## config.mk

```make
export PLATFORM = sky130hd
export DESIGN_NAME = cmx_queue
export DESIGN_NICKNAME = d
export VERILOG_FILES = /design/src/hw/rtl/assert_macros.svh /design/src/hw/rtl/cmx_pkg.sv /design/src/hw/rtl/cmx_queue.sv
export SDC_FILE = /design/constraint.sdc
export NUM_CORES = 1
export LEC_CHECK = 0
export BUFFER_PORTS_ARGS = -buffer_cell sky130_fd_sc_hd__buf_4
export CAP_MARGIN = 20
export CORE_AREA = 2 2 399 401
export CTS_BUF_LIST = sky130_fd_sc_hd__clkbuf_4 sky130_fd_sc_hd__clkbuf_8
export CTS_CLUSTER_SIZE = 25
export DETAILED_ROUTE_END_ITERATION = 8
export DIE_AREA = 0 0 401 403
export GPL_TIMING_DRIVEN = 0
export PLACE_DENSITY_LB_ADDON = 0.2
export SETUP_SLACK_MARGIN = 0.3
export SLEW_MARGIN = 10
export SYNTH_ARGS = -nofsm -noshare
export SYNTH_HDL_FRONTEND = slang
export SYNTH_SLANG_ARGS = --single-unit
```

## constraint.sdc

```tcl
create_clock -name clock -period 30.6 [get_ports clock]
set_input_delay 1.53 -clock clock [delete_from_list [all_inputs] [get_ports clock]]
set_output_delay 1.53 -clock clock [all_outputs]
set_load 0.05 [all_outputs]
```

## src/hw/rtl/assert_macros.svh

```systemverilog
// assertion macros used by the back end rtl file
`ifndef ASSERT_MACROS_SVH
`define ASSERT_MACROS_SVH

// same-cycle implication
`define CMX_ASSERT_IMPLY(name, clk, rst, ante, cons) \
   name: assert property (@(posedge clk) disable iff (rst) (ante) |-> (cons)) \
      else $error("assertion failed");

// next-cycle implication
`define CMX_ASSERT_NEXT(name, clk, rst, ante, cons) \
   name: assert property (@(posedge clk) disable iff (rst) (ante) |=> (cons)) \
      else $error("assertion failed");

`endif

```

## src/hw/rtl/cmx_pkg.sv

```systemverilog
// types, constants and codes of the coaxial octo rotor mixer
package cmx_pkg;

   localparam int ROTORS = 8;
   localparam int ROTOR_W = 3;
   localparam int CMD_W = 32;
   localparam int FACT_W = 31;
   localparam int DRAG_W = 32;
   localparam int SQ_W = 32;
   localparam int SPEED_W = 24;
   localparam int CSR_IDX_W = 3;
   localparam int CSR_DATA_W = 32;
   localparam int WIDE_W = 64;
   localparam int OPND_W = 33;
   localparam int QUEUE_DEPTH_DEF = 2;

   localparam int TERM_W = 62;
   localparam logic [TERM_W-1:0] TERM_CAP = {TERM_W{1'b1}};
   localparam int DIV_NUM_W = 90;
   localparam int DIV_STEPS = 45;
   localparam int DIV_CNT_W = 6;
   localparam int SHIFT_W = 5;
   localparam logic [SHIFT_W-1:0] SHIFT_A = 5'd24;
   localparam logic [SHIFT_W-1:0] SHIFT_B = 5'd25;

   localparam int SQRT_SHIFT = 14;
   localparam int SQV_W = SQ_W + SQRT_SHIFT;
   localparam int ROOT_W = SQV_W / 2;
   localparam int REM_W = ROOT_W + 2;
   localparam int SQRT_STEPS = ROOT_W;
   localparam int SQRT_CNT_W = 5;

   localparam logic [FACT_W-1:0] THRUST_TOP_RST = 31'd40913000;
   localparam logic [FACT_W-1:0] THRUST_BOTTOM_RST = 31'd60615000;
   localparam logic signed [DRAG_W-1:0] DRAG_TOP_RST = -32'sd2425100;
   localparam logic signed [DRAG_W-1:0] DRAG_BOTTOM_RST = 32'sd918600;
   localparam logic [SQ_W-1:0] MAX_SPEED_SQ_RST = 32'd4000000;

   typedef enum logic [CSR_IDX_W-1:0] {
      CSR_THRUST_TOP,
      CSR_THRUST_BOTTOM,
      CSR_DRAG_TOP,
      CSR_DRAG_BOTTOM,
      CSR_MAX_SPEED_SQ
   } cmx_csr_type;

   typedef struct packed {
      logic [FACT_W-1:0]        thrust_top;
      logic [FACT_W-1:0]        thrust_bottom;
      logic signed [DRAG_W-1:0] drag_top;
      logic signed [DRAG_W-1:0] drag_bottom;
      logic [SQ_W-1:0]          max_speed_sq;
   } cmx_cfg_type;

   // d, s, numerators of the drag term, and the four thrust products
   typedef struct packed {
      logic [WIDE_W-1:0]        d;
      logic [WIDE_W-1:0]        s;
      logic [WIDE_W-1:0]        nd_top;
      logic [WIDE_W-1:0]        nd_bot;
      logic [3:0][WIDE_W-1:0]   p;
   } cmx_job_type;

   typedef enum logic [3:0] {
      ST_D_A, ST_D_B, ST_S_A, ST_S_B, ST_NT_A, ST_NT_B, ST_NB_A, ST_NB_B,
      ST_P0, ST_P1, ST_P2, ST_P3
   } cmx_step_type;

   typedef enum logic [1:0] {
      F_IDLE, F_MUL, F_DRAIN, F_PUSH
   } cmx_front_state_type;

   typedef enum logic [2:0] {
      DV_A_TOP, DV_A_BOT, DV_B0, DV_B1, DV_B2, DV_B3
   } cmx_div_sel_type;

   typedef enum logic [2:0] {
      B_IDLE, B_DIV_GO, B_DIV_WAIT, B_SUM, B_ROOT, B_EMIT
   } cmx_back_state_type;

endpackage

```

## src/hw/rtl/cmx_queue.sv

```systemverilog
// small queue between front and back
module cmx_queue #(
   parameter int DEPTH = cmx_pkg::QUEUE_DEPTH_DEF
) (
   input  logic                 clock,
   input  logic                 reset,
   input  logic                 push_valid,
   output logic                 push_ready,
   input  cmx_pkg::cmx_job_type push_data,
   output logic                 pop_valid,
   input  logic                 pop_ready,
   output cmx_pkg::cmx_job_type pop_data
);
   import cmx_pkg::*;

   localparam int PTR_W = (DEPTH > 1) ? $clog2(DEPTH) : 1;
   localparam int CNT_W = $clog2(DEPTH + 1);
   localparam logic [PTR_W-1:0] PTR_LAST = PTR_W'(DEPTH - 1);
   localparam logic [CNT_W-1:0] CNT_FULL = CNT_W'(DEPTH);

   cmx_job_type       mem_ff [DEPTH];
   logic [PTR_W-1:0]  wr_ff, rd_ff;
   logic [CNT_W-1:0]  cnt_ff;
   logic              do_push, do_pop;

   assign push_ready = (cnt_ff != CNT_FULL);
   assign pop_valid  = (cnt_ff != '0);
   assign do_push    = push_valid && push_ready;
   assign do_pop     = pop_valid && pop_ready;
   assign pop_data   = mem_ff[rd_ff];

   always_ff @(posedge clock) begin
      if (reset) begin
         wr_ff  <= '0;
         rd_ff  <= '0;
         cnt_ff <= '0;
      end else begin
         if (do_push) wr_ff <= (wr_ff == PTR_LAST) ? '0 : wr_ff + 1'b1;
         if (do_pop) rd_ff <= (rd_ff == PTR_LAST) ? '0 : rd_ff + 1'b1;
         if (do_push && !do_pop) cnt_ff <= cnt_ff + 1'b1;
         else if (do_pop && !do_push) cnt_ff <= cnt_ff - 1'b1;
      end
   end

   always_ff @(posedge clock) begin
      if (do_push) mem_ff[wr_ff] <= push_data;
   end

endmodule

```

==> impl_metrics.yaml <==
worst_setup_path:
  cp_slowest_stage_delay_ps: 360
  crit_path_start_kind: "flop"
  crit_type: "reg2out"
  cp_slowest_cell: "mux2_2"
  crit_buf_inv: 4
  crit_required_ps: 29070
  reg2reg_from: "cnt_ff[0]"
  arrival_ps: 2570
  cpMostUsedCell: "buf_6"
  path_cells: "buf_6, buf_6, buf_6, mux2_2, buf_4"
  critPathMaxFanout: 10
  crit_family: "buffers and inverters"
  endpoint_kind: "primary output"
drt:
  wl_per_cell_microns: 22.7
  via_per_inst: 3.98
  first_pass_iters: 4
  antenna_left: 0
  first_iter_violations: 880
  remaining_drc_errors: 0
  dr_total_vias: 20200
  routed_wirelength_microns: 115000
pwr:
  p_leak_nw: 18.9
  totalPowerFinal_w: 0.00489
  peakVddDrop_v: 0.0000459
  p_per_area_nw_per_um2: 94.6
clock_network:
  clock_latency_ps: 850
  cts_buffers: 184
  path_clk_slew_ps: 60
  post_cts_resized: 0
  post-cts-setup-buffers: 0
  cts_tree: "built"
  clock-root-buffer: "clkbuf_8"
  clock-sinks: 1029
  clock_path_buffers: 3
  ctsHoldBuffers: 0
  h-tree-depth: 4
global_routing:
  grt_use_met2: 0.234
  grt_pass1_wl_microns: 157000
  antenna_found_initial: 35
  top_usage_layer: "met2"
  grt_pass1_vias: 21200
  grt_max_degree: 101
  groute.layer.met3.usage: 0.0799
  grt.overflow.total: 0
  met1_usage: 0.139
  grt_usage: 0.137
yosys:
  synth_area_per_cell_sq_um: 23.1
  ys_seq_elements: 1029
  ys_seq_area_frac: 0.825
  synth_nets: 2134
  synth_area_sq_um: 37400
  synth.distinct_cells: 19
  yosys_warnings: 0
  syn_inst: 1617
hold_path:
  min_path_type: "reg2reg"
  min-delay-start: "rd_ff"
layout:
  fillers: 15500
  final_common_cell: "buf_4"
  layout_common_cells: "buf_4 (1029), edfxtp_1 (1024), mux2_2 (512), clkbuf_8 (197), clkbuf_4 (71)"
  fin_nets: 3367
  area_growth_pct: 38.4
  drive_above_1_share: 0.638
  instances_no_fill: 5067
timing:
  worst_slew_pin_slew_ps: 648
  setup_ws_ps: 26500
  fin_skew_ps: 21.9
  fmax_mhz: 244
  hold_viol_final: 0
  setup_violations: 0
  holdWs_ps: 509
  relSlewSlack: 0.568
  rsz0062_at_grt: "false"
  maxSlewViolCount: 0
  fin_crit_sh: 0.134
  fin_crit_ps: 4100
  setup_tns_ps: 0
run:
  cap_violations: 0
place:
  port-buffer-count: 1029
  place_congestion: 0.742
  dpl.hpwl_microns: 83100
  dpl_worst_slack_ps: 26080
  place_inst: 4736
floorplanning:
  ioPinCount: 1030
  core_sq_um: 157000
  die_h_microns: 403
  initial_core_util: 0.237
  rows: 146
  die_x_microns: 401
  fp.dieArea_sq_um: 162000
run_status:
  status: "finished, final reports clean"
## path summary, 6_finish.rpt
check	end	cells past startpoint	slack [ps]
setup / recovery	pop_data[350]	5	26500
hold / removal	rd_ff	2	510
setup reg to reg	mem_ff[0][402]	7	27260
hold reg to reg	rd_ff	2	510
## power breakdown
group / leakage (nW) / internal (W) / switching, W
clock: 1.86 / 0.000668 / 0.000570
combinational: 7.42 / 0.000600 / 0.00127
sequential: 9.60 / 0.00176 / 0.0000304
## stage by stage
step	area, sq um	util
3_5_place_dp	48200	0.306
5_1_grt	51700	0.328
3_3_place_gp	47700	0.303
6_report	51700	0.328
2_1_floorplan	37400	-
4_1_cts	51700	0.328
## worst min-delay path, cell delays in order (launching register included)
cell     delay [ps]
dfxtp_1         320
xor2_1           80
nor2_1           80
## cells by family (layout without fill, tap and decap cells)
logic type | count (synthesis) | count (layout) | synth area share
AO/OA/AOI/OAI | 5 | 5 | 0.000803
XOR/XNOR | 3 | 3 | 0.000703
multiplexers | 512 | 512 | 0.154
flip-flops | 1029 | 1029 | 0.825
other | 0 | 13 | 0
adder cells (fa/ha/maj) | 1 | 1 | 0.000335
buffers and inverters | 58 | 1423 | 0.0173
AND/OR/NAND/NOR | 9 | 9 | 0.00134
## per-layer routing
metal	up-vias	wire length, microns
met4	18	3090
met5	-	144
met1	10100	40500
met2	873	57400
met3	217	14100
li1	9003	-
## synthesized netlist by cell type, drive strengths merged
cell type,count,share of area
clkbuf,8,0.0029
a21oi,2,0.00027
nor2,3,0.00030
xor2,3,0.00070
nand3b,1,0.00020
mux2,512,0.15
or2,1,0.00017
buf,49,0.014
ha,1,0.00033
edfxtp,1024,0.82
and2,1,0.00017
and3,1,0.00017
nand2b,1,0.00017
o21ai,2,0.00027
inv,1,0.00010
a21bo,1,0.00027
dfxtp,5,0.0027
or3,1,0.00017
## area by class of cell
cell class | count | area, sq um | share of cell area
plain buffers | 57 | 643 | 0.0124
flip-flops and latches | 1029 | 30800 | 0.596
clock buffers | 260 | 3130 | 0.0606
multi-input cells | 530 | 5890 | 0.114
repair buffers | 1047 | 8200 | 0.158
inverters | 1 | 11.3 | 0.000218
diodes | 13 | 32.5 | 0.000629
well taps | 2072 | 2590 | 0.0501
clock inverters | 58 | 373 | 0.00721
## sequential cells by signal (all words and copies together), names as in the netlist, named ones only
name / flops
mem_ff: 1024
cnt_ff: 2
rd_ff: 1
wr_ff: 1
Power figures use the tool's default switching activity.
