File: config.mk
export PLATFORM = sky130hd
export DESIGN_NAME = cmx_div
export DESIGN_NICKNAME = d
export VERILOG_FILES = /design/src/hw/rtl/assert_macros.svh /design/src/hw/rtl/cmx_pkg.sv /design/src/hw/rtl/cmx_div.sv
export SDC_FILE = /design/constraint.sdc
export NUM_CORES = 1
export LEC_CHECK = 0
export BUFFER_PORTS_ARGS = -buffer_cell sky130_fd_sc_hd__buf_2
export CORE_MARGIN = 4
export CORE_UTILIZATION = 40
export DETAILED_ROUTE_END_ITERATION = 10
export GPL_ROUTABILITY_DRIVEN = 0
export GPL_TIMING_DRIVEN = 1
export PLACE_DENSITY_LB_ADDON = 0.3
export SETUP_SLACK_MARGIN = 0.4
export SLEW_MARGIN = 40
export SYNTH_ARGS = -nofsm -noshare
export SYNTH_HDL_FRONTEND = slang
export SYNTH_SLANG_ARGS = --single-unit
File: constraint.sdc
create_clock -name clock -period 5.7 [get_ports clock]
set_input_delay 1.14 -clock clock [delete_from_list [all_inputs] [get_ports clock]]
set_output_delay 1.14 -clock clock [all_outputs]
set_load 0.02 [all_outputs]
File: src/hw/rtl/assert_macros.svh
// assertion macros used by the back end rtl file
`ifndef ASSERT_MACROS_SVH
`define ASSERT_MACROS_SVH

// same-cycle implication
`define CMX_ASSERT_IMPLY(name, clk, rst, ante, cons) \
   name: assert property (@(posedge clk) disable iff (rst) (ante) |-> (cons)) \
      else $error("assertion failed");

// next-cycle implication
`define CMX_ASSERT_NEXT(name, clk, rst, ante, cons) \
   name: assert property (@(posedge clk) disable iff (rst) (ante) |=> (cons)) \
      else $error("assertion failed");

`endif

File: src/hw/rtl/cmx_pkg.sv
// types, constants and codes of the coaxial octo rotor mixer
package cmx_pkg;

   localparam int ROTORS = 8;
   localparam int ROTOR_W = 3;
   localparam int CMD_W = 32;
   localparam int FACT_W = 31;
   localparam int DRAG_W = 32;
   localparam int SQ_W = 32;
   localparam int SPEED_W = 24;
   localparam int CSR_IDX_W = 3;
   localparam int CSR_DATA_W = 32;
   localparam int WIDE_W = 64;
   localparam int OPND_W = 33;
   localparam int QUEUE_DEPTH_DEF = 2;

   localparam int TERM_W = 62;
   localparam logic [TERM_W-1:0] TERM_CAP = {TERM_W{1'b1}};
   localparam int DIV_NUM_W = 90;
   localparam int DIV_STEPS = 45;
   localparam int DIV_CNT_W = 6;
   localparam int SHIFT_W = 5;
   localparam logic [SHIFT_W-1:0] SHIFT_A = 5'd24;
   localparam logic [SHIFT_W-1:0] SHIFT_B = 5'd25;

   localparam int SQRT_SHIFT = 14;
   localparam int SQV_W = SQ_W + SQRT_SHIFT;
   localparam int ROOT_W = SQV_W / 2;
   localparam int REM_W = ROOT_W + 2;
   localparam int SQRT_STEPS = ROOT_W;
   localparam int SQRT_CNT_W = 5;

   localparam logic [FACT_W-1:0] THRUST_TOP_RST = 31'd40913000;
   localparam logic [FACT_W-1:0] THRUST_BOTTOM_RST = 31'd60615000;
   localparam logic signed [DRAG_W-1:0] DRAG_TOP_RST = -32'sd2425100;
   localparam logic signed [DRAG_W-1:0] DRAG_BOTTOM_RST = 32'sd918600;
   localparam logic [SQ_W-1:0] MAX_SPEED_SQ_RST = 32'd4000000;

   typedef enum logic [CSR_IDX_W-1:0] {
      CSR_THRUST_TOP,
      CSR_THRUST_BOTTOM,
      CSR_DRAG_TOP,
      CSR_DRAG_BOTTOM,
      CSR_MAX_SPEED_SQ
   } cmx_csr_type;

   typedef struct packed {
      logic [FACT_W-1:0]        thrust_top;
      logic [FACT_W-1:0]        thrust_bottom;
      logic signed [DRAG_W-1:0] drag_top;
      logic signed [DRAG_W-1:0] drag_bottom;
      logic [SQ_W-1:0]          max_speed_sq;
   } cmx_cfg_type;

   // d, s, numerators of the drag term, and the four thrust products
   typedef struct packed {
      logic [WIDE_W-1:0]        d;
      logic [WIDE_W-1:0]        s;
      logic [WIDE_W-1:0]        nd_top;
      logic [WIDE_W-1:0]        nd_bot;
      logic [3:0][WIDE_W-1:0]   p;
   } cmx_job_type;

   typedef enum logic [3:0] {
      ST_D_A, ST_D_B, ST_S_A, ST_S_B, ST_NT_A, ST_NT_B, ST_NB_A, ST_NB_B,
      ST_P0, ST_P1, ST_P2, ST_P3
   } cmx_step_type;

   typedef enum logic [1:0] {
      F_IDLE, F_MUL, F_DRAIN, F_PUSH
   } cmx_front_state_type;

   typedef enum logic [2:0] {
      DV_A_TOP, DV_A_BOT, DV_B0, DV_B1, DV_B2, DV_B3
   } cmx_div_sel_type;

   typedef enum logic [2:0] {
      B_IDLE, B_DIV_GO, B_DIV_WAIT, B_SUM, B_ROOT, B_EMIT
   } cmx_back_state_type;

endpackage

File: src/hw/rtl/cmx_div.sv
// shared divider: saturated floor(num * 2^shift / den), two quotient bits a cycle
module cmx_div (
   input  logic                                  clock,
   input  logic                                  reset,
   input  logic                                  start,
   input  logic [cmx_pkg::WIDE_W-1:0]            num,
   input  logic [cmx_pkg::WIDE_W-1:0]            den,
   input  logic [cmx_pkg::SHIFT_W-1:0]           shift,
   output logic                                  busy,
   output logic                                  done,
   output logic [cmx_pkg::TERM_W-1:0]            quo
);
   import cmx_pkg::*;

   logic                 busy_ff, done_ff, ovf_ff;
   logic [DIV_NUM_W-1:0] n_ff;
   logic [WIDE_W-1:0]    r_ff, d_ff;
   logic [TERM_W-1:0]    q_ff;
   logic [DIV_CNT_W-1:0] cnt_ff;
   logic [WIDE_W:0]      r1, r2;
   logic [WIDE_W-1:0]    r1_in, r2_in;
   logic                 ge1, ge2;

   always_comb begin
      r1    = {r_ff, n_ff[DIV_NUM_W-1]};
      ge1   = (r1 >= {1'b0, d_ff});
      r1_in = ge1 ? WIDE_W'(r1 - {1'b0, d_ff}) : r1[WIDE_W-1:0];
      r2    = {r1_in, n_ff[DIV_NUM_W-2]};
      ge2   = (r2 >= {1'b0, d_ff});
      r2_in = ge2 ? WIDE_W'(r2 - {1'b0, d_ff}) : r2[WIDE_W-1:0];
   end

   always_ff @(posedge clock) begin
      if (reset) begin
         busy_ff <= 1'b0;
         done_ff <= 1'b0;
      end else begin
         done_ff <= 1'b0;
         if (start) begin
            busy_ff <= 1'b1;
         end else if (busy_ff && cnt_ff == DIV_CNT_W'(DIV_STEPS - 1)) begin
            busy_ff <= 1'b0;
            done_ff <= 1'b1;
         end
      end
   end

   always_ff @(posedge clock) begin
      if (start) begin
         n_ff   <= DIV_NUM_W'(num) << shift;
         d_ff   <= den;
         r_ff   <= '0;
         q_ff   <= '0;
         ovf_ff <= 1'b0;
         cnt_ff <= '0;
      end else if (busy_ff) begin
         n_ff   <= {n_ff[DIV_NUM_W-3:0], 2'b00};
         r_ff   <= r2_in;
         q_ff   <= {q_ff[TERM_W-3:0], ge1, ge2};
         ovf_ff <= ovf_ff | q_ff[TERM_W-1] | q_ff[TERM_W-2];
         cnt_ff <= cnt_ff + 1'b1;
      end
   end

   assign busy = busy_ff;
   assign done = done_ff;
   assign quo  = ovf_ff ? TERM_CAP : q_ff;

endmodule

==> summary.md <==
| Metric | Value |
|---|---|
| Status | finished with violations |
| Failing checks | negative setup slack |
| H-Tree Depth | 2 |
| CTS Sinks | 289 |
| RSZ-0062 raised after global routing | true |
| Fin. max-slew vios | 0 |
| Asr flop ratio synth | 0 |
| Startpoint Class | register |
| Tcrit/Tclk final | 1.016 |
| Clock latency on the worst-skew pair | 0.59 ns |
| Final worst path period need | 5.789 ns |
| Seq/Total Area, Yosys | 0.3104 |
| Port Buffers | 199 |
| Net Count, Synth | 3078 |
| Worst Path Max Fanout | 7 |
| Die Area | 0.06296 mm² |
| Detail Route Antenna Nets | 0 |
| Post-synthesis cell type count | 87 |
| Worst Setup End Kind | register |
| Avg Vias per Cell | 5.901 |
| Avg Cell Area, Syn | 8.400 µm² |
| Fill count | 4991 |
| FF+latch count, synth | 289 |
| Final nets | 3701 |
| Overall routing resource usage | 0.2492 |
| Core area | 0.05803 mm² |
| CTS Root Buffer Type | clkbuf_16 |
| Largest net degree at the start of global routing | 154 |
| Dpl hpwl | 60200 µm |
| Layout cells sized above 1 | 0.3871 |
| Worst Setup Path Type | reg -> reg |
| Initial Utilization | 0.4068 |
| Cells after DPL | 4072 |
| Setup ws final | -0.08912 ns |
| Initial antenna violation count | 1 |
| CP arrival | 6.28 ns |
| CTS Buf Count | 37 |
| FF/Latch Area | 0.007331 mm² |
| Critical Path Start | d_ff[7] |
| Vias in the first global route | 24160 |
| Clock transition at the registers of the reported paths | 0.07 ns |
| Hold path start | r_ff[39] |
| Worst Path Required | 6.19 ns |
| Most common cell after layout, fill and taps aside | buf_4 |
| Yosys warns | 0 |
| Maximum VDD drop | 0.2835 mV |
| Vias after detailed routing | 24940 |
| Commonest cells after routing, fill and taps aside | buf_4, nor2_1, nand2_1, buf_2, a21oi_1 |
| Slew Limit Headroom | 0.4493 |
| Slew @ Worst Pin | 0.8261 ns |
| Crit-path max cell delay | 0.39 ns |
| Finished Layout Cells | 4227 |
| Leakage power figure | 14.71 nW |
| Drt total wl | 86900 µm |
| Residual DRC | 0 |
| Iter 0 DRT Violations | 2261 |
| Fmax | 172.7 MHz |
| TritonCTS clock tree | built |
| Clock Path Buffers | 3 |
| DRT Pass-1 Iters | 9 |
| Clock Skew | 0.02334 ns |
| Area of the multi-input gates | 0.01717 mm² |
| CP max-delay cell | edfxtp_1 |
| Die height | 250.9 µm |
| RR Startpoint | d_ff[7] |
| Die W | 250.9 µm |
| Worst reg2reg setup slack | -0.09 ns |
| Routed wire length per instance | 20.56 µm |
| Cell mode on critical path | buf_12 |
| Cell Area, Synth | 0.02360 mm² |
| Maxcap violations | 0 |
| Final hold vios | 0 |
| Final core occ | 0.5702 |
| Post-synth top flop | edfxtp_1 |
| Row count | 88 |
| EDFF count, synth | 154 |
| Hold/Removal Path Class | reg -> reg |
| Grt total ovfl | 0 |
| # diodes | 0 |
| Cells after Synth | 2810 |
| First-pass GRT wire length | 129200 µm |
| Final Setup Violations | 43 |
| Area Growth Syn to Fin | 40.17% |
| Pwr/cell area | 486.2 mW/mm² |
| Ports | 200 |
[cell usage after synthesis (all sizes together), types with 42 or more instances]
cell,count,area share
o21ai,141,0.030
mux4,48,0.046
mux2,70,0.033
a31oi,58,0.015
nand3,42,0.0089
xor2,50,0.019
nand2,370,0.059
edfxtp,154,0.20
mux2i,126,0.053
ha,130,0.069
nor2,318,0.051
a21oi,226,0.049
dfxtp,135,0.11
a21o,63,0.020
buf,50,0.010
inv,126,0.020
xnor2,65,0.024
or2,67,0.018
clkbuf,135,0.022
a311oi,60,0.023
[routing by layer]
metal,GRT usage,share of wire
met1,0.3175,0.40
met2,0.4147,0.47
met3,0.04055,0.079
met4,0.1176,0.057
met5,0,0.00015
[cells by family (layout without fill, tap and decap cells)]
logic type | Yosys count | in the layout | share of synthesized area
DFF | 289 | 289 | 0.3104
AOI/OAI and AO/OA | 753 | 753 | 0.2090
muxes | 244 | 244 | 0.1326
xor gates and xnor gates | 115 | 115 | 0.04267
adders and majority gates | 132 | 132 | 0.07061
and+or+nand+nor | 966 | 966 | 0.1827
buffers and inverters | 311 | 963 | 0.05200
[worst max-delay path: cells and delay by family, from the launching register on]
family | cells | cell delay, ns
compound gates | 14 | 2.78
fa+ha+maj | 2 | 0.46
buf+inv | 8 | 1.15
flops | 1 | 0.39
mux | 1 | 0.32
simple gates | 5 | 0.58
[power by group]
| group | internal, W | switching [W] | total [W] |
|---|---|---|---|
| clock | 0.00139 | 0.00104 | 0.00243 |
| sequential | 0.00245 | 0.000154 | 0.00260 |
| combinational | 0.00536 | 0.00570 | 0.0111 |
[what timing repair did]
| item | in CTS | in global routing |
|---|---|---|
| gates resized for setup | 218 | 261 |
| setup endpoints to repair | 65 | 65 |
| gates cloned | 11 | 6 |
| buffers inserted | 34 | 36 |
| pin swaps | 78 | 142 |
| hold buffers | 0 | 0 |
[flip-flops by register name, indices dropped and copies added, names as in the netlist]
register,cells
q_ff,62
cnt_ff,6
busy,1
d_ff,64
done,1
r_ff,64
n_ff,90
ovf_ff,1
[stage by stage]
step / TNS (ns) / cell area (µm²) / hold slack [ns] / total power [W] / setup slack (ns)
5_1_grt: -12.83 / 33090 / 0.5150 / 0.01682 / -0.2837
3_3_place_gp: -17.80 / 28630 / 0.4682 / 0.01020 / -0.4396
6_report: -1.720 / 33090 / 0.5028 / 0.01609 / -0.08912
4_1_cts: 0 / 31440 / 0.4950 / 0.01433 / 0.03917
3_5_place_dp: -25.78 / 28640 / 0.4957 / 0.01032 / -0.5449
2_1_floorplan: 0 / 23730 / 0.4494 / 0.007244 / 0.3682
[worst paths after layout]
check,end,cells past startpoint
hold / removal,r_ff[39],2
setup / recovery,r_ff[37],30
hold reg to reg,r_ff[39],2
setup reg to reg,r_ff[37],30
[final cells by class]
type,instances,area share
multi-input combinational,2210,0.5190
timing repair buffer,769,0.1792
inverter,126,0.01433
clock buffer,50,0.03162
clock inverter,18,0.005370
tap,765,0.02893
sequential,289,0.2216
Note: power is estimated with default switching activity, not from simulation.
