$ cat config.mk
export PLATFORM = sky130hd
export DESIGN_NAME = cmx_front_flat
export DESIGN_NICKNAME = d
export VERILOG_FILES = /design/src/hw/rtl/assert_macros.svh /design/src/hw/rtl/cmx_pkg.sv /design/src/hw/rtl/cmx_ifs.sv /design/src/hw/rtl/cmx_front.sv /design/src/flat_wrapper.sv
export SDC_FILE = /design/constraint.sdc
export NUM_CORES = 2
export LEC_CHECK = 0
export BUFFER_PORTS_ARGS = -buffer_cell sky130_fd_sc_hd__buf_2
export CAP_MARGIN = 20
export CORE_ASPECT_RATIO = 1.75
export CORE_UTILIZATION = 65
export CTS_CLUSTER_DIAMETER = 30
export CTS_CLUSTER_SIZE = 12
export DETAILED_ROUTE_END_ITERATION = 8
export MAX_ROUTING_LAYER = met4
export PLACE_DENSITY_LB_ADDON = 0.15
export SYNTH_ARGS = -nofsm -noshare
export SYNTH_HDL_FRONTEND = slang
export SYNTH_SLANG_ARGS = --single-unit
$ cat constraint.sdc
create_clock -name clock -period 21.6 [get_ports clock]
set_input_delay 2.16 -clock clock [delete_from_list [all_inputs] [get_ports clock]]
set_output_delay 2.16 -clock clock [all_outputs]
set_load 0.005 [all_outputs]
$ cat src/hw/rtl/assert_macros.svh
// assertion macros used by the back end rtl file
`ifndef ASSERT_MACROS_SVH
`define ASSERT_MACROS_SVH

// same-cycle implication
`define CMX_ASSERT_IMPLY(name, clk, rst, ante, cons) \
   name: assert property (@(posedge clk) disable iff (rst) (ante) |-> (cons)) \
      else $error("assertion failed");

// next-cycle implication
`define CMX_ASSERT_NEXT(name, clk, rst, ante, cons) \
   name: assert property (@(posedge clk) disable iff (rst) (ante) |=> (cons)) \
      else $error("assertion failed");

`endif

$ cat src/hw/rtl/cmx_pkg.sv
// types, constants and codes of the coaxial octo rotor mixer
package cmx_pkg;

   localparam int ROTORS = 8;
   localparam int ROTOR_W = 3;
   localparam int CMD_W = 32;
   localparam int FACT_W = 31;
   localparam int DRAG_W = 32;
   localparam int SQ_W = 32;
   localparam int SPEED_W = 24;
   localparam int CSR_IDX_W = 3;
   localparam int CSR_DATA_W = 32;
   localparam int WIDE_W = 64;
   localparam int OPND_W = 33;
   localparam int QUEUE_DEPTH_DEF = 2;

   localparam int TERM_W = 62;
   localparam logic [TERM_W-1:0] TERM_CAP = {TERM_W{1'b1}};
   localparam int DIV_NUM_W = 90;
   localparam int DIV_STEPS = 45;
   localparam int DIV_CNT_W = 6;
   localparam int SHIFT_W = 5;
   localparam logic [SHIFT_W-1:0] SHIFT_A = 5'd24;
   localparam logic [SHIFT_W-1:0] SHIFT_B = 5'd25;

   localparam int SQRT_SHIFT = 14;
   localparam int SQV_W = SQ_W + SQRT_SHIFT;
   localparam int ROOT_W = SQV_W / 2;
   localparam int REM_W = ROOT_W + 2;
   localparam int SQRT_STEPS = ROOT_W;
   localparam int SQRT_CNT_W = 5;

   localparam logic [FACT_W-1:0] THRUST_TOP_RST = 31'd40913000;
   localparam logic [FACT_W-1:0] THRUST_BOTTOM_RST = 31'd60615000;
   localparam logic signed [DRAG_W-1:0] DRAG_TOP_RST = -32'sd2425100;
   localparam logic signed [DRAG_W-1:0] DRAG_BOTTOM_RST = 32'sd918600;
   localparam logic [SQ_W-1:0] MAX_SPEED_SQ_RST = 32'd4000000;

   typedef enum logic [CSR_IDX_W-1:0] {
      CSR_THRUST_TOP,
      CSR_THRUST_BOTTOM,
      CSR_DRAG_TOP,
      CSR_DRAG_BOTTOM,
      CSR_MAX_SPEED_SQ
   } cmx_csr_type;

   typedef struct packed {
      logic [FACT_W-1:0]        thrust_top;
      logic [FACT_W-1:0]        thrust_bottom;
      logic signed [DRAG_W-1:0] drag_top;
      logic signed [DRAG_W-1:0] drag_bottom;
      logic [SQ_W-1:0]          max_speed_sq;
   } cmx_cfg_type;

   // d, s, numerators of the drag term, and the four thrust products
   typedef struct packed {
      logic [WIDE_W-1:0]        d;
      logic [WIDE_W-1:0]        s;
      logic [WIDE_W-1:0]        nd_top;
      logic [WIDE_W-1:0]        nd_bot;
      logic [3:0][WIDE_W-1:0]   p;
   } cmx_job_type;

   typedef enum logic [3:0] {
      ST_D_A, ST_D_B, ST_S_A, ST_S_B, ST_NT_A, ST_NT_B, ST_NB_A, ST_NB_B,
      ST_P0, ST_P1, ST_P2, ST_P3
   } cmx_step_type;

   typedef enum logic [1:0] {
      F_IDLE, F_MUL, F_DRAIN, F_PUSH
   } cmx_front_state_type;

   typedef enum logic [2:0] {
      DV_A_TOP, DV_A_BOT, DV_B0, DV_B1, DV_B2, DV_B3
   } cmx_div_sel_type;

   typedef enum logic [2:0] {
      B_IDLE, B_DIV_GO, B_DIV_WAIT, B_SUM, B_ROOT, B_EMIT
   } cmx_back_state_type;

endpackage

$ cat src/hw/rtl/cmx_ifs.sv
// command and rotor result channel interfaces
interface cmx_req_if;
   import cmx_pkg::*;
   logic                    valid;
   logic                    ready;
   logic signed [CMD_W-1:0] thrust_cmd;
   logic signed [CMD_W-1:0] roll_cmd;
   logic signed [CMD_W-1:0] pitch_cmd;
   logic signed [CMD_W-1:0] yaw_cmd;
   modport source (output valid, thrust_cmd, roll_cmd, pitch_cmd, yaw_cmd, input ready);
   modport sink (input valid, thrust_cmd, roll_cmd, pitch_cmd, yaw_cmd, output ready);
endinterface


$ cat src/hw/rtl/cmx_front.sv
// front end: accepts a command and forms the products of the mix
module cmx_front (
   input  logic                 clock,
   input  logic                 reset,
   cmx_req_if.sink              req,
   input  cmx_pkg::cmx_cfg_type cfg,
   output logic                 push_valid,
   input  logic                 push_ready,
   output cmx_pkg::cmx_job_type push_data
);
   import cmx_pkg::*;

   cmx_front_state_type     state_ff, state_in;
   cmx_step_type            step_ff, pstep_ff;
   logic                    pvld_ff;
   logic signed [CMD_W-1:0] u1_ff, u2_ff, u3_ff, u4_ff;
   logic [WIDE_W-1:0]       prod_ff;
   cmx_job_type             job_ff;
   logic signed [OPND_W-1:0] opa, opb;
   logic signed [2*OPND_W-1:0] prod;
   logic signed [OPND_W-1:0] t_top, t_bot, d_top, d_bot, u1, u2, u3, u4;

   assign t_top = $signed({2'b00, cfg.thrust_top});
   assign t_bot = $signed({2'b00, cfg.thrust_bottom});
   assign d_top = OPND_W'(cfg.drag_top);
   assign d_bot = OPND_W'(cfg.drag_bottom);
   assign u1 = OPND_W'(u1_ff);
   assign u2 = OPND_W'(u2_ff);
   assign u3 = OPND_W'(u3_ff);
   assign u4 = OPND_W'(u4_ff);

   always_comb begin
      case (step_ff)
         ST_D_A:  begin opa = t_top; opb = d_bot; end
         ST_D_B:  begin opa = t_bot; opb = d_top; end
         ST_S_A:  begin opa = t_top; opb = t_top; end
         ST_S_B:  begin opa = t_bot; opb = t_bot; end
         ST_NT_A: begin opa = u1;    opb = d_bot; end
         ST_NT_B: begin opa = u4;    opb = t_bot; end
         ST_NB_A: begin opa = u4;    opb = t_top; end
         ST_NB_B: begin opa = u1;    opb = d_top; end
         ST_P0:   begin opa = u3;    opb = t_top; end
         ST_P1:   begin opa = u2;    opb = t_top; end
         ST_P2:   begin opa = u3;    opb = t_bot; end
         ST_P3:   begin opa = u2;    opb = t_bot; end
         default: begin opa = '0;    opb = '0;    end
      endcase
   end

   assign prod = opa * opb;

   always_comb begin
      state_in = state_ff;
      case (state_ff)
         F_IDLE:  if (req.valid) state_in = F_MUL;
         F_MUL:   if (step_ff == ST_P3) state_in = F_DRAIN;
         F_DRAIN: state_in = F_PUSH;
         F_PUSH:  if (push_ready) state_in = F_IDLE;
         default: state_in = F_IDLE;
      endcase
   end

   always_comb begin
      req.ready  = (state_ff == F_IDLE);
      push_valid = (state_ff == F_PUSH);
   end

   always_ff @(posedge clock) begin
      if (reset) begin
         state_ff <= F_IDLE;
         pvld_ff  <= 1'b0;
      end else begin
         state_ff <= state_in;
         pvld_ff  <= (state_ff == F_MUL);
      end
   end

   always_ff @(posedge clock) begin
      if (req.valid && req.ready) begin
         u1_ff   <= req.thrust_cmd;
         u2_ff   <= req.roll_cmd;
         u3_ff   <= req.pitch_cmd;
         u4_ff   <= req.yaw_cmd;
         step_ff <= ST_D_A;
      end else if (state_ff == F_MUL) begin
         step_ff <= cmx_step_type'(step_ff + 4'd1);
      end
      pstep_ff <= step_ff;
      prod_ff  <= prod[WIDE_W-1:0];
      if (pvld_ff) begin
         case (pstep_ff)
            ST_D_A:  job_ff.d      <= prod_ff;
            ST_D_B:  job_ff.d      <= job_ff.d - prod_ff;
            ST_S_A:  job_ff.s      <= prod_ff;
            ST_S_B:  job_ff.s      <= job_ff.s + prod_ff;
            ST_NT_A: job_ff.nd_top <= prod_ff;
            ST_NT_B: job_ff.nd_top <= job_ff.nd_top - prod_ff;
            ST_NB_A: job_ff.nd_bot <= prod_ff;
            ST_NB_B: job_ff.nd_bot <= job_ff.nd_bot - prod_ff;
            ST_P0:   job_ff.p[0]   <= prod_ff;
            ST_P1:   job_ff.p[1]   <= prod_ff;
            ST_P2:   job_ff.p[2]   <= prod_ff;
            ST_P3:   job_ff.p[3]   <= prod_ff;
            default: job_ff.d      <= job_ff.d;
         endcase
      end
   end

   assign push_data = job_ff;

endmodule

$ cat src/flat_wrapper.sv
// flat-port wrapper written by rule: the top's interface ports become plain ports
module cmx_front_flat import cmx_pkg::*;
  (clock, reset, cfg, push_valid, push_ready, push_data, req_valid, req_thrust_cmd, req_roll_cmd, req_pitch_cmd, req_yaw_cmd, req_ready);
  cmx_req_if req_i ();
  input  logic clock;
  input  logic reset;
  input  cmx_pkg::cmx_cfg_type cfg;
  output logic push_valid;
  input  logic push_ready;
  output cmx_pkg::cmx_job_type push_data;
  input wire logic [$bits(req_i.valid)-1:0] req_valid;
  input wire logic [$bits(req_i.thrust_cmd)-1:0] req_thrust_cmd;
  input wire logic [$bits(req_i.roll_cmd)-1:0] req_roll_cmd;
  input wire logic [$bits(req_i.pitch_cmd)-1:0] req_pitch_cmd;
  input wire logic [$bits(req_i.yaw_cmd)-1:0] req_yaw_cmd;
  output wire logic [$bits(req_i.ready)-1:0] req_ready;
  assign req_i.valid = req_valid;
  assign req_i.thrust_cmd = req_thrust_cmd;
  assign req_i.roll_cmd = req_roll_cmd;
  assign req_i.pitch_cmd = req_pitch_cmd;
  assign req_i.yaw_cmd = req_yaw_cmd;
  assign req_ready = req_i.ready;
  cmx_front u_core (.clock(clock), .reset(reset), .req(req_i), .cfg(cfg), .push_valid(push_valid), .push_ready(push_ready), .push_data(push_data));
endmodule
==> impl_metrics.yaml <==
yosys:
  async_flop_share: 0
  ys_warn_count: 0
  synth-main-ff-cell: "edfxtp_1"
  yosysUniqueCellTypes: 101
  synth_edf_count: 640
  syn-instance-count: 7722
  syn_nets: 9594
  synth_top_area_share: 0.293
  synth.area.top_cells: "fa_1 29%, edfxtp_1 25%, ha_1 7.8%, inv_1 6.2%, nand2_1 5.0%"
  syn_area_sq_um: 75900
  synth_top_cell_by_area: "fa_1"
  ys_seq_area_frac: 0.273
  avgSynthCellArea_sq_um: 9.83
  ys_seq_elements: 715
setup_path:
  crit_family: "adder cells"
  critical_path_class: "flip-flop to flip-flop"
  worst_ep_required_time_ns: 22.18
  cpMostUsedCell: "fa_1"
  r2r_slack_ns: 10.45
  crit_cells: 32
  crit_buf_inv: 7
  endpoint: "u_core.prod_ff[63]$_DFF_P_"
  slowest_delay_ns: 0.97
  setup.worst_path.start: "u_core.step_ff[0]$_SDFFE_PP0P_"
  arrival_ns: 11.73
  r2r_cells: 32
  slowest_stage: "a222oi_1"
  worstReg2RegEnd: "u_core.prod_ff[63]$_DFF_P_"
  rr_startpoint: "u_core.step_ff[0]$_SDFFE_PP0P_"
  endpoint_kind: "flip-flop"
  crit_fanout: 31
  worst_setup_path_start_kind: "flip-flop"
floorplanning:
  die_h_microns: 454
  rows: 165
  io_pins: 804
  initial_core_util: 0.656
  die-width_microns: 260
  core_sq_um: 116000
  die-area_sq_um: 118000
sta:
  maxSlewHeadroom: 0.157
  fmax_mhz: 89.7
  worst_slew_pin_slew_ns: 1.26
  hold_viol_final: 0
  setup_viol_count_final: 0
  rsz0062_at_grt: "no"
  maxSlewViolCount: 0
  fin_crit_ns: 11.15
  fin_tns_setup_ns: 0
  finalCritPeriodShare: 0.516
  skew_ns: 0.0614
global_route:
  overflow: 0
  grt_use_met2: 0.743
  grt_use_total: 0.453
  antenna_found_initial: 19
  grt.met3_usage: 0.0911
  grt.busiest_layer: "met2"
  use_met1: 0.455
  grt_first_pass_wirelength_mm: 379
  grt_pass1_vias: 64976
  grt_start_max_net_pins: 90
drt:
  wl_mm: 256
  drt-initial-drc-count: 6027
  num_vias: 62505
  vias_per_cell: 6.24
  ant_nets: 0
  wl_per_cell_microns: 25.6
  first_pass_iters: 8
  drcViolationCount: 0
clocking:
  post-cts-setup-buffer-count: 0
  clk_path_buf_depth: 3
  ctsHoldBuffers: 0
  htree_levels: 3
  cts-resized-gates: 0
  clk_pin_slew_worst_paths_ns: 0.05
  cts_buffers: 105
  clock_latency_ns: 0.77
  clock-root-buffer: "clkbuf_16"
  cts_tree: "done"
  cts.sinks: 715
place:
  numPortBuffers: 771
  dp_hpwl_mm: 204
  place_congestion: 1.05
flow_run:
  maxCapViolations: 0
finish:
  fill_cells: 8389
  final_cell_mix: "1,245 x inv_1, 1,109 x fa_1, 1,012 x nand2_1, 771 x buf_2, 640 x edfxtp_1"
  nNetsFinal: 10276
  synthToLayoutAreaGrowth_pct: 12.9
  final_layout_size_suffix_gt1_frac: 0.145
  final_common_cell: "inv_1"
run_status:
  status: "finished, final reports clean"
hold_path:
  hp-class: "flip-flop to flip-flop"
==> worst min-delay path by stage <==
stage | start | end | cells after the start
after CTS | u_core.step_ff[0]$_SDFFE_PP0P_ | u_core.pstep_ff[0]$_DFF_P_ | 0
after floorplan | u_core.step_ff[2]$_SDFFE_PP0P_ | u_core.pstep_ff[2]$_DFF_P_ | 0
after global routing | u_core.step_ff[0]$_SDFFE_PP0P_ | u_core.pstep_ff[0]$_DFF_P_ | 0
after detailed placement | u_core.step_ff[1]$_SDFFE_PP0P_ | u_core.pstep_ff[1]$_DFF_P_ | 0
final | u_core.step_ff[1]$_SDFFE_PP0P_ | u_core.pstep_ff[1]$_DFF_P_ | 0
after global placement | u_core.step_ff[1]$_SDFFE_PP0P_ | u_core.pstep_ff[1]$_DFF_P_ | 0
==> registers in the layout, indices dropped and copies added (netlist names), 2 cells and up <==
register and cells:
u_core.u1_ff 32, u_core.step_ff 4, u_core.pstep_ff 4, u_core.u3_ff 32, u_core.state_ff 2, u_core.u4_ff 32
u_core.push_data 512, u_core.prod_ff 64, u_core.u2_ff 32
==> cells by family (layout without fill, tap and decap cells) <==
| family | Yosys count | after routing | share of synthesized area |
|---|---|---|---|
| simple gates | 2102 | 2102 | 0.118 |
| buf+inv | 1587 | 2356 | 0.0796 |
| fa+ha+maj | 1582 | 1582 | 0.371 |
| compound gates | 1418 | 1418 | 0.122 |
| flops | 715 | 715 | 0.273 |
| xor+xnor | 304 | 304 | 0.0351 |
| mux | 14 | 14 | 0.00193 |
| other cells | 0 | 21 | 0 |
==> metal layers <==
| layer | up-vias | wire length, microns |
|---|---|---|
| met1 | 30512 | 79800 |
| met2 | 3825 | 124000 |
| met3 | 1454 | 23700 |
| li1 | 26714 | - |
| met5 | - | 0 |
| met4 | 0 | 28200 |
==> area by class of cell <==
class / count / area (sq um) / area share
clock inverters: 71 / 851 / 0.00993
clock buffers: 123 / 2780 / 0.0325
repair buffers: 916 / 5160 / 0.0602
diodes: 21 / 52.6 / 0.000613
inverters: 1246 / 4680 / 0.0546
multi-input cells: 5420 / 49600 / 0.579
flip-flops and latches: 715 / 20700 / 0.242
well taps: 1503 / 1880 / 0.0219
==> stage by stage <==
| stage | area [sq um] | setup slack, ns | hold slack, ns | utilization | std cells |
|---|---|---|---|---|---|
| floorplan | 75900 | 11.46 | 0.350 | - | 7722 |
| global placement | 81700 | 10.06 | 0.488 | 0.707 | 9788 |
| detailed placement | 81800 | 9.96 | 0.501 | 0.707 | 9790 |
| CTS | 85400 | 10.62 | 0.506 | 0.739 | 9984 |
| global route | 85700 | 9.80 | 0.520 | 0.741 | 10013 |
| finish | 85700 | 10.45 | 0.513 | 0.741 | 10015 |
==> cells in the mapped netlist, types with 27 or more instances <==
library cell,n
xor2_1,121
o21ai_0,389
a22o_1,102
fa_1,1109
and2_1,27
o21bai_1,68
a21o_1,186
and3_1,32
ha_1,473
inv_1,1245
edfxtp_1,640
nand3_1,72
a211oi_1,31
clkbuf_1,315
xnor2_1,183
nor2_1,630
a21oi_1,341
nand2b_1,46
nor3_1,75
a31oi_1,45
o31ai_1,27
nand2_1,1017
nand4_1,51
o21a_1,27
dfxtp_1,75
nor2b_1,35
or3_1,47
Power is not shown: default switching activity piles up to over one toggle a cycle in this logic, so the estimate is an artifact.
