<file path="config.mk">
export PLATFORM = sky130hd
export DESIGN_NAME = cmx_back_flat
export DESIGN_NICKNAME = d
export VERILOG_FILES = /design/src/hw/rtl/cmx_pkg.sv /design/src/hw/rtl/cmx_ifs.sv /design/src/hw/rtl/cmx_back.sv /design/src/flat_wrapper.sv
export VERILOG_INCLUDE_DIRS = /design/src /design/src/hw/rtl
export SDC_FILE = /design/constraint.sdc
export NUM_CORES = 2
export LEC_CHECK = 0
export BUFFER_PORTS_ARGS = -buffer_cell sky130_fd_sc_hd__buf_2
export CAP_MARGIN = 0
export CORE_MARGIN = 2
export CORE_UTILIZATION = 40
export CTS_BUF_LIST = sky130_fd_sc_hd__clkbuf_2
export CTS_CLUSTER_DIAMETER = 120
export CTS_CLUSTER_SIZE = 16
export DETAILED_ROUTE_END_ITERATION = 8
export SYNTH_ARGS = -nofsm -noshare
export SYNTH_HDL_FRONTEND = slang
export SYNTH_SLANG_ARGS = --single-unit
</file>
<file path="constraint.sdc">
create_clock -name clock -period 40.7 [get_ports clock]
set_input_delay 2.035 -clock clock [delete_from_list [all_inputs] [get_ports clock]]
set_output_delay 2.035 -clock clock [all_outputs]
set_load 0.02 [all_outputs]
</file>
<file path="src/hw/rtl/assert_macros.svh">
// assertion macros used by the back end rtl file
`ifndef ASSERT_MACROS_SVH
`define ASSERT_MACROS_SVH

// same-cycle implication
`define CMX_ASSERT_IMPLY(name, clk, rst, ante, cons) \
   name: assert property (@(posedge clk) disable iff (rst) (ante) |-> (cons)) \
      else $error("assertion failed");

// next-cycle implication
`define CMX_ASSERT_NEXT(name, clk, rst, ante, cons) \
   name: assert property (@(posedge clk) disable iff (rst) (ante) |=> (cons)) \
      else $error("assertion failed");

`endif

</file>
<file path="src/hw/rtl/cmx_pkg.sv">
// types, constants and codes of the coaxial octo rotor mixer
package cmx_pkg;

   localparam int ROTORS = 8;
   localparam int ROTOR_W = 3;
   localparam int CMD_W = 32;
   localparam int FACT_W = 31;
   localparam int DRAG_W = 32;
   localparam int SQ_W = 32;
   localparam int SPEED_W = 24;
   localparam int CSR_IDX_W = 3;
   localparam int CSR_DATA_W = 32;
   localparam int WIDE_W = 64;
   localparam int OPND_W = 33;
   localparam int QUEUE_DEPTH_DEF = 2;

   localparam int TERM_W = 62;
   localparam logic [TERM_W-1:0] TERM_CAP = {TERM_W{1'b1}};
   localparam int DIV_NUM_W = 90;
   localparam int DIV_STEPS = 45;
   localparam int DIV_CNT_W = 6;
   localparam int SHIFT_W = 5;
   localparam logic [SHIFT_W-1:0] SHIFT_A = 5'd24;
   localparam logic [SHIFT_W-1:0] SHIFT_B = 5'd25;

   localparam int SQRT_SHIFT = 14;
   localparam int SQV_W = SQ_W + SQRT_SHIFT;
   localparam int ROOT_W = SQV_W / 2;
   localparam int REM_W = ROOT_W + 2;
   localparam int SQRT_STEPS = ROOT_W;
   localparam int SQRT_CNT_W = 5;

   localparam logic [FACT_W-1:0] THRUST_TOP_RST = 31'd40913000;
   localparam logic [FACT_W-1:0] THRUST_BOTTOM_RST = 31'd60615000;
   localparam logic signed [DRAG_W-1:0] DRAG_TOP_RST = -32'sd2425100;
   localparam logic signed [DRAG_W-1:0] DRAG_BOTTOM_RST = 32'sd918600;
   localparam logic [SQ_W-1:0] MAX_SPEED_SQ_RST = 32'd4000000;

   typedef enum logic [CSR_IDX_W-1:0] {
      CSR_THRUST_TOP,
      CSR_THRUST_BOTTOM,
      CSR_DRAG_TOP,
      CSR_DRAG_BOTTOM,
      CSR_MAX_SPEED_SQ
   } cmx_csr_type;

   typedef struct packed {
      logic [FACT_W-1:0]        thrust_top;
      logic [FACT_W-1:0]        thrust_bottom;
      logic signed [DRAG_W-1:0] drag_top;
      logic signed [DRAG_W-1:0] drag_bottom;
      logic [SQ_W-1:0]          max_speed_sq;
   } cmx_cfg_type;

   // d, s, numerators of the drag term, and the four thrust products
   typedef struct packed {
      logic [WIDE_W-1:0]        d;
      logic [WIDE_W-1:0]        s;
      logic [WIDE_W-1:0]        nd_top;
      logic [WIDE_W-1:0]        nd_bot;
      logic [3:0][WIDE_W-1:0]   p;
   } cmx_job_type;

   typedef enum logic [3:0] {
      ST_D_A, ST_D_B, ST_S_A, ST_S_B, ST_NT_A, ST_NT_B, ST_NB_A, ST_NB_B,
      ST_P0, ST_P1, ST_P2, ST_P3
   } cmx_step_type;

   typedef enum logic [1:0] {
      F_IDLE, F_MUL, F_DRAIN, F_PUSH
   } cmx_front_state_type;

   typedef enum logic [2:0] {
      DV_A_TOP, DV_A_BOT, DV_B0, DV_B1, DV_B2, DV_B3
   } cmx_div_sel_type;

   typedef enum logic [2:0] {
      B_IDLE, B_DIV_GO, B_DIV_WAIT, B_SUM, B_ROOT, B_EMIT
   } cmx_back_state_type;

endpackage

</file>
<file path="src/hw/rtl/cmx_ifs.sv">


interface cmx_rsp_if;
   import cmx_pkg::*;
   logic               valid;
   logic               ready;
   logic [ROTOR_W-1:0] rotor_index;
   logic [SQ_W-1:0]    speed_sq;
   logic [SPEED_W-1:0] speed;
   logic               last;
   modport source (output valid, rotor_index, speed_sq, speed, last, input ready);
   modport sink (input valid, rotor_index, speed_sq, speed, last, output ready);
endinterface

</file>
<file path="src/hw/rtl/cmx_back.sv">
// back end: divides, mixes, clamps and takes square roots per rotor
module cmx_back (
   input  logic                          clock,
   input  logic                          reset,
   input  logic                          pop_valid,
   output logic                          pop_ready,
   input  cmx_pkg::cmx_job_type          pop_data,
   input  logic [cmx_pkg::SQ_W-1:0]      max_speed_sq,
   output logic                          div_start,
   output logic [cmx_pkg::WIDE_W-1:0]    div_num,
   output logic [cmx_pkg::WIDE_W-1:0]    div_den,
   output logic [cmx_pkg::SHIFT_W-1:0]   div_shift,
   input  logic                          div_busy,
   input  logic                          div_done,
   input  logic [cmx_pkg::TERM_W-1:0]    div_quo,
   cmx_rsp_if.source                     rsp
);
   import cmx_pkg::*;

   `include "assert_macros.svh"

   cmx_back_state_type       state_ff, state_in;
   cmx_job_type              job_ff;
   cmx_div_sel_type          sel_ff;
   logic signed [WIDE_W-1:0] a_top_ff, a_bot_ff;
   logic signed [WIDE_W-1:0] b_ff [4];
   logic [ROTOR_W-1:0]       rotor_ff;
   logic [SQ_W-1:0]          sq_ff;
   logic [SQV_W-1:0]         val_ff;
   logic [REM_W-1:0]         rem_ff;
   logic [ROOT_W-1:0]        root_ff;
   logic [SQRT_CNT_W-1:0]    cnt_ff;
   logic                     out_valid_ff, out_last_ff;
   logic [ROTOR_W-1:0]       out_idx_ff;
   logic [SQ_W-1:0]          out_sq_ff;
   logic [SPEED_W-1:0]       out_speed_ff;
   logic                     load_out, out_free;

   logic [WIDE_W-1:0]        snum, sden;
   logic                     neg, den_zero;
   logic signed [WIDE_W-1:0] term, qmag;
   logic [2:0]               bsel_w;
   logic signed [WIDE_W-1:0] a_val, b_val, b_mix, sum;
   logic [SQ_W-1:0]          clamp;
   logic [REM_W+1:0]         rem_sh, trial;

   always_comb begin
      case (sel_ff)
         DV_A_TOP: begin snum = job_ff.nd_top; sden = job_ff.d; div_shift = SHIFT_A; end
         DV_A_BOT: begin snum = job_ff.nd_bot; sden = job_ff.d; div_shift = SHIFT_A; end
         DV_B0:    begin snum = job_ff.p[0];   sden = job_ff.s; div_shift = SHIFT_B; end
         DV_B1:    begin snum = job_ff.p[1];   sden = job_ff.s; div_shift = SHIFT_B; end
         DV_B2:    begin snum = job_ff.p[2];   sden = job_ff.s; div_shift = SHIFT_B; end
         DV_B3:    begin snum = job_ff.p[3];   sden = job_ff.s; div_shift = SHIFT_B; end
         default:  begin snum = '0;            sden = '0;       div_shift = SHIFT_A; end
      endcase
      div_num  = snum[WIDE_W-1] ? WIDE_W'(-snum) : snum;
      div_den  = sden[WIDE_W-1] ? WIDE_W'(-sden) : sden;
      neg      = snum[WIDE_W-1] ^ sden[WIDE_W-1];
      den_zero = (sden == '0);
      qmag     = $signed({{(WIDE_W-TERM_W){1'b0}}, div_quo});
      term     = den_zero ? '0 : (neg ? -qmag : qmag);
      bsel_w   = sel_ff - DV_B0;
   end

   // rotor mix: top layer uses rotor bit 2 clear, pitch on even positions
   always_comb begin
      a_val = rotor_ff[2] ? a_bot_ff : a_top_ff;
      b_val = b_ff[{rotor_ff[2], rotor_ff[0]}];
      b_mix = (rotor_ff[0] ^ rotor_ff[1]) ? -b_val : b_val;
      sum   = a_val + b_mix;
      if (sum[WIDE_W-1]) clamp = '0;
      else if (sum > $signed({{(WIDE_W-SQ_W){1'b0}}, max_speed_sq})) clamp = max_speed_sq;
      else clamp = sum[SQ_W-1:0];
      rem_sh = {rem_ff, val_ff[SQV_W-1 -: 2]};
      trial  = (REM_W+2)'({root_ff, 2'b01});
   end

   assign out_free = !out_valid_ff || rsp.ready;

   always_comb begin
      state_in = state_ff;
      case (state_ff)
         B_IDLE:     if (pop_valid) state_in = B_DIV_GO;
         B_DIV_GO:   state_in = B_DIV_WAIT;
         B_DIV_WAIT: if (div_done) state_in = (sel_ff == DV_B3) ? B_SUM : B_DIV_GO;
         B_SUM:      state_in = B_ROOT;
         B_ROOT:     if (cnt_ff == SQRT_CNT_W'(SQRT_STEPS - 1)) state_in = B_EMIT;
         B_EMIT: begin
            if (out_free) state_in = (rotor_ff == ROTOR_W'(ROTORS - 1)) ? B_IDLE : B_SUM;
         end
         default:    state_in = B_IDLE;
      endcase
   end

   always_comb begin
      pop_ready = (state_ff == B_IDLE);
      div_start = (state_ff == B_DIV_GO);
      load_out  = (state_ff == B_EMIT) && out_free;
   end

   always_ff @(posedge clock) begin
      if (reset) begin
         state_ff     <= B_IDLE;
         out_valid_ff <= 1'b0;
      end else begin
         state_ff <= state_in;
         if (load_out) out_valid_ff <= 1'b1;
         else if (rsp.ready) out_valid_ff <= 1'b0;
      end
   end

   always_ff @(posedge clock) begin
      case (state_ff)
         B_IDLE: begin
            if (pop_valid) begin
               job_ff   <= pop_data;
               sel_ff   <= DV_A_TOP;
               rotor_ff <= '0;
            end
         end
         B_DIV_WAIT: begin
            if (div_done) begin
               if (sel_ff == DV_A_TOP) a_top_ff <= term;
               else if (sel_ff == DV_A_BOT) a_bot_ff <= term;
               else b_ff[bsel_w[1:0]] <= term;
               if (sel_ff != DV_B3) sel_ff <= cmx_div_sel_type'(sel_ff + 3'd1);
            end
         end
         B_SUM: begin
            sq_ff   <= clamp;
            val_ff  <= {clamp, {SQRT_SHIFT{1'b0}}};
            rem_ff  <= '0;
            root_ff <= '0;
            cnt_ff  <= '0;
         end
         B_ROOT: begin
            val_ff <= {val_ff[SQV_W-3:0], 2'b00};
            cnt_ff <= cnt_ff + 1'b1;
            if (rem_sh >= trial) begin
               rem_ff  <= REM_W'(rem_sh - trial);
               root_ff <= {root_ff[ROOT_W-2:0], 1'b1};
            end else begin
               rem_ff  <= rem_sh[REM_W-1:0];
               root_ff <= {root_ff[ROOT_W-2:0], 1'b0};
            end
         end
         B_EMIT: begin
            if (load_out) rotor_ff <= rotor_ff + 1'b1;
         end
         default: begin
            sel_ff <= sel_ff;
         end
      endcase
      if (load_out) begin
         out_idx_ff   <= rotor_ff;
         out_sq_ff    <= sq_ff;
         out_speed_ff <= SPEED_W'(root_ff);
         out_last_ff  <= (rotor_ff == ROTOR_W'(ROTORS - 1));
      end
   end

   assign rsp.valid       = out_valid_ff;
   assign rsp.rotor_index = out_idx_ff;
   assign rsp.speed_sq    = out_sq_ff;
   assign rsp.speed       = out_speed_ff;
   assign rsp.last        = out_last_ff;

   `CMX_ASSERT_IMPLY(a_last_rotor, clock, reset, out_valid_ff && out_last_ff, out_idx_ff == ROTOR_W'(ROTORS - 1))
   `CMX_ASSERT_IMPLY(a_sq_clamped, clock, reset, out_valid_ff, out_sq_ff <= max_speed_sq)
   `CMX_ASSERT_NEXT(a_div_started, clock, reset, div_start, div_busy)

endmodule

</file>
<file path="src/flat_wrapper.sv">
// flat-port wrapper written by rule: the top's interface ports become plain ports
module cmx_back_flat import cmx_pkg::*;
  (clock, reset, pop_valid, pop_ready, pop_data, max_speed_sq, div_start, div_num, div_den, div_shift, div_busy, div_done, div_quo, rsp_valid, rsp_rotor_index, rsp_speed_sq, rsp_speed, rsp_last, rsp_ready);
  cmx_rsp_if rsp_i ();
  input  logic clock;
  input  logic reset;
  input  logic pop_valid;
  output logic pop_ready;
  input  cmx_pkg::cmx_job_type pop_data;
  input  logic [cmx_pkg::SQ_W-1:0] max_speed_sq;
  output logic div_start;
  output logic [cmx_pkg::WIDE_W-1:0] div_num;
  output logic [cmx_pkg::WIDE_W-1:0] div_den;
  output logic [cmx_pkg::SHIFT_W-1:0] div_shift;
  input  logic div_busy;
  input  logic div_done;
  input  logic [cmx_pkg::TERM_W-1:0] div_quo;
  output wire logic [$bits(rsp_i.valid)-1:0] rsp_valid;
  output wire logic [$bits(rsp_i.rotor_index)-1:0] rsp_rotor_index;
  output wire logic [$bits(rsp_i.speed_sq)-1:0] rsp_speed_sq;
  output wire logic [$bits(rsp_i.speed)-1:0] rsp_speed;
  output wire logic [$bits(rsp_i.last)-1:0] rsp_last;
  input wire logic [$bits(rsp_i.ready)-1:0] rsp_ready;
  assign rsp_valid = rsp_i.valid;
  assign rsp_rotor_index = rsp_i.rotor_index;
  assign rsp_speed_sq = rsp_i.speed_sq;
  assign rsp_speed = rsp_i.speed;
  assign rsp_last = rsp_i.last;
  assign rsp_i.ready = rsp_ready;
  cmx_back u_core (.clock(clock), .reset(reset), .pop_valid(pop_valid), .pop_ready(pop_ready), .pop_data(pop_data), .max_speed_sq(max_speed_sq), .div_start(div_start), .div_num(div_num), .div_den(div_den), .div_shift(div_shift), .div_busy(div_busy), .div_done(div_done), .div_quo(div_quo), .rsp(rsp_i));
endmodule
</file>
==> results.sh <==
export IMPL_crit_fanout=35
export IMPL_min_delay_worst_endpoint="u_core.rsp.speed_sq[19]"
export IMPL_fin_util_pct=45.4
export IMPL_fin_crit_ns=10.83
export IMPL_ys_types=80
export IMPL_io_pins=808
export IMPL_leakagePower_nw=20.9
export IMPL_grt_pass1_wl_um=244000
export IMPL_hold_violations=0
export IMPL_grt_max_degree=150
export IMPL_start_util_pct=40.2
export IMPL_die_w_um=364
export IMPL_r2r_end="u_core.val_ff[27]"
export IMPL_skew_ns=0.169
export IMPL_dp_slack_ns=29.89
export IMPL_worstSetupStartpointType="flop"
export IMPL_syn_inst=3906
export IMPL_hold_buffers=0
export IMPL_ys_ff_latch=1084
export IMPL_synthArstFlopShare_pct=0
export IMPL_drtAntennaViolNets=0
export IMPL_grt_ovfl_total=0
export IMPL_die_y_um=364
export IMPL_peakVddDrop_v=0.0000328
export IMPL_use_met1_pct=34.6
export IMPL_post_cts_resized=0
export IMPL_drt_total_wl_um=174000
export IMPL_grt_pass1_vias=34400
export IMPL_r2r_slack_ns=29.87
export IMPL_maxSlewHeadroom_pct=24.2
export IMPL_ys_warn_count=0
export IMPL_finalSetupTns_ns=0
export IMPL_htree_levels=3
export IMPL_met2_usage_pct=40.1
export IMPL_min_path_cells=0
export IMPL_worst_slack_ns=29.87
export IMPL_nNetsFinal=5391
export IMPL_core_area_um2=129000
export IMPL_busiest_layer="met2"
export IMPL_rows=132
export IMPL_die_area_um2=132000
export IMPL_vias=36300
export IMPL_area_growth_pct=13.0
export IMPL_path_class="flop to flop"
export IMPL_worstSkewPairLatency_ns=1.48
export IMPL_clock_sinks=1084
export IMPL_ys_flop_type="edfxtp_1"
export IMPL_drv_slew=0
export IMPL_timing_fmax_mhz=92.3
export IMPL_numPortBuffers=801
export IMPL_crit_top_cell="or3_1"
export IMPL_hold_class="flop to flop"
export IMPL_cap_violations=0
export IMPL_syn_cell_area_um2=51800
export IMPL_cp_arrival_ns=12.02
export IMPL_layout_drive_gt1_share_pct=25.4
export IMPL_rsz0062_at_grt="no"
export IMPL_fin_crit_sh_pct=26.6
export IMPL_grt_antenna_before_repair=113
export IMPL_post_cts_buffers=0
export IMPL_grt_usage_pct=25.7
export IMPL_reg2reg_depth=28
export IMPL_status="completed"
export IMPL_hpwl_um=131000
export IMPL_cts_made_buffers=79
export IMPL_syn_area_per_cell_um2=13.3
export IMPL_max_stage_delay_ns=0.65
export IMPL_synth_seq_area_share_pct=62.7
export IMPL_fillers=11800
export IMPL_clock_path_buffers=3
export IMPL_grt_met3_usage_pct=6.13
export IMPL_cts_root_buf="clkbuf_2"
export IMPL_wl_per_cell_um=27.0
export IMPL_clk_pin_slew_worst_paths_ns=0.30
export IMPL_synth_edf_count=1078
export IMPL_gp_congestion=0.923
export IMPL_finalSetupViolCount=0
export IMPL_drc_errors=0
export IMPL_detail_route_vias_per_cell=5.60
export IMPL_cts_tree="done"
export IMPL_end_kind="flop"
export IMPL_cp_required_ns=41.88
export IMPL_powerDensity_nw_per_um2=44.5
export IMPL_drt_iter0_markers=3915
export IMPL_firstDrtPassIters=6
export IMPL_crit_slowest_cell="buf_4"
export IMPL_worst_slew_pin_slew_ns=1.12
export IMPL_min_from="u_core.sq_ff[19]"
[how the worst max path moves through the flow]
stage | slack (ns) | endpoint | cells after the start | start
after floorplan | 0.45 | flop | 4 | pop_valid
after global placement | 29.88 | u_core.val_ff[16] | 28 | flop
after detailed placement | 29.89 | u_core.val_ff[21] | 28 | flop
after CTS | 29.74 | div_den[62] | 21 | u_core.sel_ff[2]
after global routing | 29.20 | u_core.val_ff[27] | 28 | flop
final | 29.87 | u_core.val_ff[27] | 28 | flop
[metal layers]
layer / vias to the layer above / part of all wire, %
li1: 16500 / -
met4: 56 / 4.2
met5: - / 0.21
met2: 1593 / 46
met3: 355 / 8.4
met1: 17800 / 42
[stage by stage]
step	area (µm²)	power (mW)	hold WS, ns	std cells
2_1_floorplan	51800	1.96	0.400	3909
3_3_place_gp	57800	2.19	0.403	6306
3_5_place_dp	57800	2.20	0.405	6306
4_1_cts	58400	2.62	0.407	6407
5_1_grt	58500	2.73	0.410	6449
6_report	58500	2.61	0.365	6471
[placed cells by master (no fill, tap or decap), drive strengths merged, types with 18 or more instances in the layout]
| cell type | n |
|---|---|
| a21o | 38 |
| a21oi | 195 |
| a222oi | 37 |
| a22o | 18 |
| a22oi | 111 |
| a31oi | 24 |
| buf | 859 |
| clkbuf | 88 |
| diode | 64 |
| edfxtp | 1078 |
| ha | 133 |
| inv | 122 |
| mux2 | 107 |
| mux2i | 80 |
| mux4 | 64 |
| nand2 | 212 |
| nand2b | 28 |
| nand3 | 39 |
| nand4 | 50 |
| nor2 | 344 |
| nor2b | 20 |
| nor3 | 66 |
| nor4 | 31 |
| o21a | 35 |
| o21ai | 218 |
| o221ai | 19 |
| o31ai | 75 |
| or2 | 18 |
| or3 | 30 |
| or4 | 19 |
| xnor2 | 205 |
| xor2 | 109 |
[synthesized netlist by cell type, types with 50 or more instances]
| cell type | n | area, µm² |
|---|---|---|
| a21oi_1 | 195 | 976 |
| inv_1 | 115 | 432 |
| nor3_1 | 66 | 330 |
| clkbuf_1 | 150 | 563 |
| nor2_1 | 344 | 1290 |
| mux4_2 | 64 | 1440 |
| xor2_1 | 109 | 955 |
| mux2_2 | 107 | 1200 |
| ha_1 | 133 | 1660 |
| nand4_1 | 50 | 313 |
| edfxtp_1 | 1078 | 32400 |
| o31ai_1 | 75 | 563 |
| xnor2_1 | 204 | 1790 |
| o21ai_0 | 217 | 1090 |
| a22oi_1 | 111 | 833 |
| nand2_1 | 212 | 796 |
| mux2i_1 | 80 | 801 |
[registers in the layout, indices dropped and copies added, names as in the netlist, named ones only]
name	count
u_core.a_top_ff	64
u_core.rem_ff	25
u_core.state_ff	3
u_core.rsp.rotor_index	3
u_core.a_bot_ff	64
u_core.job_ff	512
u_core.rsp.last	1
u_core.rsp.valid	1
u_core.cnt_ff	5
u_core.b_ff	256
u_core.sel_ff	3
u_core.sq_ff	32
u_core.rsp.speed	23
u_core.val_ff	32
u_core.rotor_ff	3
u_core.rsp.speed_sq	32
u_core.root_ff	23
[kinds of logic after synthesis]
| kind of cell | synth area share [%] |
|---|---|
| compound gates | 11.5 |
| xor+xnor | 5.34 |
| fa+ha+maj | 3.25 |
| buf+inv | 2.46 |
| flops | 62.7 |
| mux | 6.65 |
| other cells | 0.0145 |
| simple gates | 8.13 |
[critical path: cells and delay by family (launching register included)]
kind	cells	cell delay (ns)
simple gates	12	4.47
fa+ha+maj	1	0.41
xor+xnor	1	0.11
buf+inv	3	1.72
compound gates	9	2.37
flops	1	0.57
mux	2	0.80
[final cells by class]
type | count | area (µm²) | share of cell area, %
Antenna cell | 64 | 160 | 0.274
Clock buffer | 88 | 440 | 0.752
Clock inverter | 13 | 151 | 0.259
Inverter | 115 | 432 | 0.737
Multi-Input combinational cell | 2506 | 18200 | 31.1
Sequential cell | 1084 | 32500 | 55.5
Tap cell | 1742 | 2180 | 3.72
Timing Repair Buffer | 859 | 4460 | 7.61
[report_power, final]
group / switching, mW / internal, mW
clock network: 0.346 / 0.0786
registers: 0.0275 / 1.34
logic: 0.546 / 0.272
Power figures use the tool's default switching activity.
